### src/sv/byte_deque_remove_all_assert.svh
// Assertion macros for the byte deque block.
`ifndef BYTE_DEQUE_REMOVE_ALL_ASSERT_SVH
`define BYTE_DEQUE_REMOVE_ALL_ASSERT_SVH
`ifndef SYNTHESIS
// Clocked property, disabled while in reset.
`define BDRA_ASSERT(lbl, prop) \
  lbl: assert property (@(posedge clk_i) disable iff (!rst_ni) prop) \
    else $error("bdra assertion failed");
// Condition that must never hold.
`define BDRA_NEVER(lbl, cond) `BDRA_ASSERT(lbl, !(cond))
`else
`define BDRA_ASSERT(lbl, prop)
`define BDRA_NEVER(lbl, cond)
`endif
`endif

### src/sv/bdra_pkg.sv
// Types and constants for the byte deque block.
package bdra_pkg;

  localparam int unsigned KindW  = 3;
  localparam int unsigned ValueW = 8;

  typedef enum logic [KindW-1:0] {
    KIND_PUSH_FRONT = 3'd0,
    KIND_PUSH_BACK  = 3'd1,
    KIND_POP_FRONT  = 3'd2,
    KIND_POP_BACK   = 3'd3,
    KIND_REMOVE     = 3'd4
  } kind_e;

  typedef enum logic {
    ST_IDLE,
    ST_SCAN
  } state_e;

  localparam logic STATUS_OK   = 1'b0;
  localparam logic STATUS_FAIL = 1'b1;

endpackage

### src/sv/byte_deque_remove_all.sv
// Byte deque with push/pop at both ends and remove-all-matches, over a ring store.
//
// Holds up to DEPTH bytes in a ring memory addressed by a front pointer and a
// count. Pushes, pops and unknown kinds load their result into the output
// register on the edge that accepts them. Remove-all compacts the store in place
// by streaming every held byte through the memory's single read port, one entry
// per cycle, writing kept bytes back behind the read offset. One word is worked
// on at a time; a new word is taken while the previous result waits, as long
// as it is being taken in the same cycle or the output register is empty.
`include "byte_deque_remove_all_assert.svh"

module byte_deque_remove_all #(
  parameter int unsigned DEPTH = 16
) (
  input  logic                                  clk_i,
  input  logic                                  rst_ni,
  input  logic                                  in_valid_i,
  output logic                                  in_ready_o,
  input  logic [bdra_pkg::KindW-1:0]            kind_i,
  input  logic [bdra_pkg::ValueW-1:0]           value_i,
  output logic                                  out_valid_o,
  input  logic                                  out_ready_i,
  output logic                                  status_o,
  output logic [$clog2(DEPTH+1)-1:0]            count_o
);
  import bdra_pkg::*;

  localparam int unsigned IdxW = $clog2(DEPTH);
  localparam int unsigned CntW = $clog2(DEPTH + 1);
  localparam logic [IdxW:0]   DepthS  = (IdxW+1)'(DEPTH);
  localparam logic [CntW-1:0] DepthC  = CntW'(DEPTH);
  localparam logic [IdxW-1:0] LastIdx = IdxW'(DEPTH - 1);

  function automatic logic [IdxW-1:0] ring_add(input logic [IdxW-1:0] base,
                                               input logic [IdxW-1:0] off);
    logic [IdxW:0] sum;
    sum = {1'b0, base} + {1'b0, off};
    if (sum >= DepthS) begin
      sum = sum - DepthS;
    end
    return sum[IdxW-1:0];
  endfunction

  state_e            st_q, st_d;
  logic [IdxW-1:0]   first_q, first_d;
  logic [CntW-1:0]   cnt_q, cnt_d;
  logic [CntW-1:0]   rd_off_q, rd_off_d;
  logic [CntW-1:0]   wr_off_q, wr_off_d;
  logic              pend_q, pend_d;
  logic [ValueW-1:0] val_q, val_d;
  logic              out_valid_q, out_valid_d;
  logic              status_q, status_d;
  logic [CntW-1:0]   count_q, count_d;

  logic              in_acc;
  logic              scan_issue, scan_done;
  logic              res_load;
  logic              mem_we, mem_re;
  logic [IdxW-1:0]   mem_waddr, mem_raddr;
  logic [ValueW-1:0] mem_wdata, mem_rdata;
  logic [IdxW-1:0]   first_dec;

  assign in_ready_o = (st_q == ST_IDLE) && (!out_valid_q || out_ready_i);
  assign in_acc     = in_valid_i && in_ready_o;
  assign scan_issue = (rd_off_q < cnt_q);
  assign scan_done  = !scan_issue && !pend_q;
  assign first_dec  = (first_q == '0) ? LastIdx : first_q - IdxW'(1);

  bdra_mem #(
    .DEPTH (DEPTH),
    .IdxW  (IdxW)
  ) u_mem (
    .clk_i   (clk_i),
    .we_i    (mem_we),
    .waddr_i (mem_waddr),
    .wdata_i (mem_wdata),
    .re_i    (mem_re),
    .raddr_i (mem_raddr),
    .rdata_o (mem_rdata)
  );

  // next state
  always_comb begin
    st_d = st_q;
    case (st_q)
      ST_IDLE: begin
        if (in_acc && (kind_e'(kind_i) == KIND_REMOVE)) begin
          st_d = ST_SCAN;
        end
      end
      ST_SCAN: begin
        if (scan_done) begin
          st_d = ST_IDLE;
        end
      end
      default: st_d = ST_IDLE;
    endcase
  end

  // datapath and memory control
  always_comb begin
    first_d   = first_q;
    cnt_d     = cnt_q;
    rd_off_d  = rd_off_q;
    wr_off_d  = wr_off_q;
    pend_d    = pend_q;
    val_d     = val_q;
    mem_we    = 1'b0;
    mem_waddr = first_q;
    mem_wdata = value_i;
    mem_re    = 1'b0;
    mem_raddr = ring_add(first_q, rd_off_q[IdxW-1:0]);
    res_load  = 1'b0;
    status_d  = STATUS_FAIL;
    case (st_q)
      ST_IDLE: begin
        if (in_acc) begin
          res_load = (kind_e'(kind_i) != KIND_REMOVE);
          case (kind_e'(kind_i))
            KIND_PUSH_FRONT: begin
              if (cnt_q < DepthC) begin
                first_d   = first_dec;
                mem_we    = 1'b1;
                mem_waddr = first_dec;
                cnt_d     = cnt_q + CntW'(1);
                status_d  = STATUS_OK;
              end
            end
            KIND_PUSH_BACK: begin
              if (cnt_q < DepthC) begin
                mem_we    = 1'b1;
                mem_waddr = ring_add(first_q, cnt_q[IdxW-1:0]);
                cnt_d     = cnt_q + CntW'(1);
                status_d  = STATUS_OK;
              end
            end
            KIND_POP_FRONT: begin
              if (cnt_q != '0) begin
                first_d  = ring_add(first_q, IdxW'(1));
                cnt_d    = cnt_q - CntW'(1);
                status_d = STATUS_OK;
              end
            end
            KIND_POP_BACK: begin
              if (cnt_q != '0) begin
                cnt_d    = cnt_q - CntW'(1);
                status_d = STATUS_OK;
              end
            end
            KIND_REMOVE: begin
              rd_off_d = '0;
              wr_off_d = '0;
              pend_d   = 1'b0;
              val_d    = value_i;
            end
            default: ;
          endcase
        end
      end
      ST_SCAN: begin
        mem_re   = scan_issue;
        rd_off_d = scan_issue ? rd_off_q + CntW'(1) : rd_off_q;
        pend_d   = scan_issue;
        // write offset trails read offset, so a write never hits an unread entry
        if (pend_q && (mem_rdata != val_q)) begin
          mem_we    = 1'b1;
          mem_waddr = ring_add(first_q, wr_off_q[IdxW-1:0]);
          mem_wdata = mem_rdata;
          wr_off_d  = wr_off_q + CntW'(1);
        end
        if (scan_done) begin
          res_load = 1'b1;
          cnt_d    = wr_off_q;
          status_d = (wr_off_q == cnt_q) ? STATUS_FAIL : STATUS_OK;
        end
      end
      default: ;
    endcase
    count_d = cnt_d;
  end

  always_comb begin
    out_valid_d = out_valid_q;
    if (res_load) begin
      out_valid_d = 1'b1;
    end else if (out_ready_i) begin
      out_valid_d = 1'b0;
    end
  end

  always_ff @(posedge clk_i or negedge rst_ni) begin
    if (!rst_ni) begin
      st_q        <= ST_IDLE;
      first_q     <= '0;
      cnt_q       <= '0;
      rd_off_q    <= '0;
      wr_off_q    <= '0;
      pend_q      <= 1'b0;
      out_valid_q <= 1'b0;
    end else begin
      st_q        <= st_d;
      first_q     <= first_d;
      cnt_q       <= cnt_d;
      rd_off_q    <= rd_off_d;
      wr_off_q    <= wr_off_d;
      pend_q      <= pend_d;
      out_valid_q <= out_valid_d;
    end
  end

  always_ff @(posedge clk_i) begin
    val_q <= val_d;
    if (res_load) begin
      status_q <= status_d;
      count_q  <= count_d;
    end
  end

  assign out_valid_o = out_valid_q;
  assign status_o    = status_q;
  assign count_o     = count_q;

  `BDRA_NEVER(a_cnt_range, cnt_q > DepthC)
  `BDRA_NEVER(a_wr_behind_rd, (st_q == ST_SCAN) && (wr_off_q > rd_off_q))
  `BDRA_ASSERT(a_fast_result, in_acc && (kind_e'(kind_i) != KIND_REMOVE) |=> out_valid_o)

endmodule

### src/sv/bdra_mem.sv
// Byte ring store: one write port, one read port with registered read data.
module bdra_mem #(
  parameter int unsigned DEPTH = 16,
  parameter int unsigned IdxW  = $clog2(DEPTH)
) (
  input  logic                          clk_i,
  input  logic                          we_i,
  input  logic [IdxW-1:0]               waddr_i,
  input  logic [bdra_pkg::ValueW-1:0]   wdata_i,
  input  logic                          re_i,
  input  logic [IdxW-1:0]               raddr_i,
  output logic [bdra_pkg::ValueW-1:0]   rdata_o
);
  import bdra_pkg::*;

  logic [ValueW-1:0] mem_q [DEPTH];
  logic [ValueW-1:0] rdata_q;

  always_ff @(posedge clk_i) begin
    if (we_i) begin
      mem_q[waddr_i] <= wdata_i;
    end
  end

  always_ff @(posedge clk_i) begin
    if (re_i) begin
      rdata_q <= mem_q[raddr_i];
    end
  end

  assign rdata_o = rdata_q;

endmodule

### config.mk
export PLATFORM = sky130hd
export DESIGN_NAME = byte_deque_remove_all
export DESIGN_NICKNAME = d
export VERILOG_FILES = /design/src/sv/bdra_pkg.sv /design/src/sv/byte_deque_remove_all.sv /design/src/sv/bdra_mem.sv
export VERILOG_INCLUDE_DIRS = /design/src /design/src/sv
export SDC_FILE = /design/constraint.sdc
export NUM_CORES = 1
export LEC_CHECK = 0
export CORE_AREA = 2 2 137 139
export CTS_CLUSTER_SIZE = 25
export DETAILED_ROUTE_END_ITERATION = 16
export DIE_AREA = 0 0 139 141
export DONT_BUFFER_PORTS = 1
export SYNTH_ARGS = -nofsm -noshare
export SYNTH_HDL_FRONTEND = slang
export SYNTH_SLANG_ARGS = --single-unit
### constraint.sdc
create_clock -name clk_i -period 7.7 [get_ports clk_i]
set_input_delay 0.77 -clock clk_i [delete_from_list [all_inputs] [get_ports clk_i]]
set_output_delay 0.77 -clock clk_i [all_outputs]
set_load 0.01 [all_outputs]
==> flow_metrics.env <==
export IMPL_fp_dieH_um=141
export IMPL_path_class="reg2reg"
export IMPL_tightest_slew_ns=0.887
export IMPL_drtIter0Drc=317
export IMPL_p_per_area_nw_per_um2=487
export IMPL_yosys_area_top_type_share_pct=56.2
export IMPL_layout_drive_gt1_share_pct=19.7
export IMPL_post_cts_resized=0
export IMPL_leakage_nw=3.01
export IMPL_hp_class="in2async"
export IMPL_status="finished, final reports clean"
export IMPL_synth_main_ff_cell="edfxtp_1"
export IMPL_syn_to_final_growth_pct=10.7
export IMPL_relSlewSlack_pct=40.8
export IMPL_required_ns=7.77
export IMPL_grt_pass1_vias=4562
export IMPL_htree_levels=4
export IMPL_cts_clk_slew_worst_paths_ns=0.07
export IMPL_yosysWarnings=0
export IMPL_first_pass_iters=5
export IMPL_period_minus_slack_ns=3.42
export IMPL_syn_area_um2=8010
export IMPL_grt_pass1_wl_um=27200
export IMPL_setup_ws_ns=4.28
export IMPL_setup_violations=0
export IMPL_cts_buffers=17
export IMPL_synth_area_leader_cell="edfxtp_1"
export IMPL_r2r_cells=8
export IMPL_num_vias=4421
export IMPL_antenna_found_initial=0
export IMPL_synth_cell_type_count=67
export IMPL_dp_slack_ns=4.29
export IMPL_rsz0062_at_grt="false"
export IMPL_ys_seq_elements=172
export IMPL_grt_max_degree=33
export IMPL_grt_overflow_total=0
export IMPL_max_freq_mhz=293
export IMPL_layout_nets=547
export IMPL_wl_met1_um=8200
export IMPL_wl_per_cell_um=23.2
export IMPL_fin_skew_ns=0.00744
export IMPL_crit_fanout=13
export IMPL_cts_hold_buffers=0
export IMPL_gp_congestion=0.817
export IMPL_die_w_um=139
export IMPL_grtUsageTotal_pct=18.6
export IMPL_synthTopCellsByArea="edfxtp_1, mux4_2, dfrtp_1, ha_1, xnor2_1"
export IMPL_dpl_hpwl_um=11800
export IMPL_crit_path_start_kind="flip-flop"
export IMPL_die_area_um2=19600
export IMPL_min_period_over_period_pct=44.4
export IMPL_slew_violations=0
export IMPL_cts_sinks=172
export IMPL_coreArea_um2=18300
export IMPL_syn_inst=507
export IMPL_post_drt_via_cell_ratio=5.84
export IMPL_hold_viol_final=0
export IMPL_drc=0
export IMPL_met2_length_um=8350
export IMPL_max_cap_violations=0
export IMPL_crit_arrival_ns=3.48
export IMPL_wl_um=17600
export IMPL_yosys_top_cells_count="edfxtp_1, mux4_2, nand2_1, nor2_1, dfrtp_1"
export IMPL_synth_edf_count=150
export IMPL_ctsRootBufferMaster="clkbuf_16"
export IMPL_clockBufferDepth=2
export IMPL_tritoncts="done"
export IMPL_ios=23
export IMPL_postCtsSetupRepairBufs=0
export IMPL_placementRows=50
export IMPL_port_buffers=0
export IMPL_clock_latency_ns=0.43
export IMPL_cp_end_kind="flip-flop"
export IMPL_tns_ns=0
export IMPL_initial_core_util_pct=43.9
export IMPL_postSynth_asyncResetShare_pct=12.8
export IMPL_diodes=0
export IMPL_routed_top_layer="met4"
export IMPL_ant_nets=0
export IMPL_power_total_mw=4.32
export IMPL_synth_most_common_cell="edfxtp_1"
export IMPL_vdd_drop_max_mv=0.256
export IMPL_met3_length_um=752
export IMPL_syn_avg_cell_area_um2=15.8
export IMPL_synth_seq_area_share_pct=63.1
export IMPL_syn_num_nets=544
==> worst paths after layout <==
kind	end	start	slack [ns]
setup / recovery	u_mem.mem_q[11][2]	first_q[1]	4.28
hold / removal	rd_off_q[3]	rst_ni	0.03
setup reg to reg	u_mem.mem_q[11][2]	first_q[1]	4.28
hold reg to reg	wr_off_q[4]	wr_off_q[4]	0.57
max in group asynchronous	first_q[1]	rst_ni	7.59
min in group clk_i	val_q[1]	value_i[1]	0.43
==> power by group <==
part / internal, mW / total, mW / leakage (nW) / switching (mW)
logic: 0.837 / 1.95 / 1.07 / 1.12
registers: 1.27 / 1.45 / 1.63 / 0.179
clock network: 0.525 / 0.916 / 0.309 / 0.391
total: 2.64 / 4.32 / 3.01 / 1.69
==> metrics by stage <==
| stage | area [um2] | cells | utilization [%] | hold slack, ns |
|---|---|---|---|---|
| floorplan | 8010 | 507 | - | 0.474 |
| global placement | 8240 | 725 | 45.1 | 0.475 |
| detailed placement | 8240 | 725 | 45.1 | 0.475 |
| CTS | 8870 | 757 | 48.6 | 0.0160 |
| global route | 8870 | 757 | 48.6 | 0.00970 |
| finish | 8870 | 757 | 48.6 | 0.0269 |
==> flip-flops by register name, summed over array words and instances (netlist names), 4 cells and up <==
register       cells
u_mem.mem_q      128
u_mem.rdata_o      8
val_q              8
cnt_q              5
count_o            5
rd_off_q           5
wr_off_q           5
first_q            4
==> cells in the final DEF, fill, tap and decap left out, types with 7 or more instances in the layout <==
| cell type | count |
|---|---|
| nor2_1 | 23 |
| mux4_2 | 32 |
| clkbuf_16 | 17 |
| and3_1 | 9 |
| dfrtp_1 | 22 |
| ha_1 | 18 |
| a21oi_1 | 17 |
| xor2_1 | 10 |
| xnor2_1 | 18 |
| mux2i_1 | 14 |
| nand3_1 | 11 |
| inv_1 | 11 |
| nand2_1 | 23 |
| o21ai_0 | 10 |
| a211oi_1 | 12 |
| mux2_2 | 7 |
| edfxtp_1 | 150 |
| nor2b_1 | 12 |
==> logic make-up after synthesis <==
logic type | synth area share [%]
simple gates | 7.29
flops | 63.1
compound gates | 8.51
buf+inv | 1.92
mux | 12.3
fa+ha+maj | 3.72
xor+xnor | 3.17
==> worst max-delay path: stages (launching register included) <==
cell     delay (ns)
dfrtp_1        0.66
inv_1          0.21
ha_1           0.34
nor2b_1        0.14
o31ai_1        0.40
o31ai_1        0.18
o32ai_2        0.47
nand2_1        0.10
nor2_1         0.53
==> final cells by class <==
class | instances | area [um2]
fillers | 1521 | 9400
flip-flops and latches | 172 | 5050
multi-input cells | 302 | 2810
clock buffers | 18 | 429
well taps | 234 | 293
clock inverters | 14 | 203
inverters | 13 | 48.8
repair buffers | 4 | 30.0
==> metal layers <==
layer  up-vias  GRT usage, %
met1      2286          25.7
met3        23          4.62
li1       2010             -
met4         0          5.00
met5         -             0
met2       102          29.6
Power figures use the tool's default switching activity.
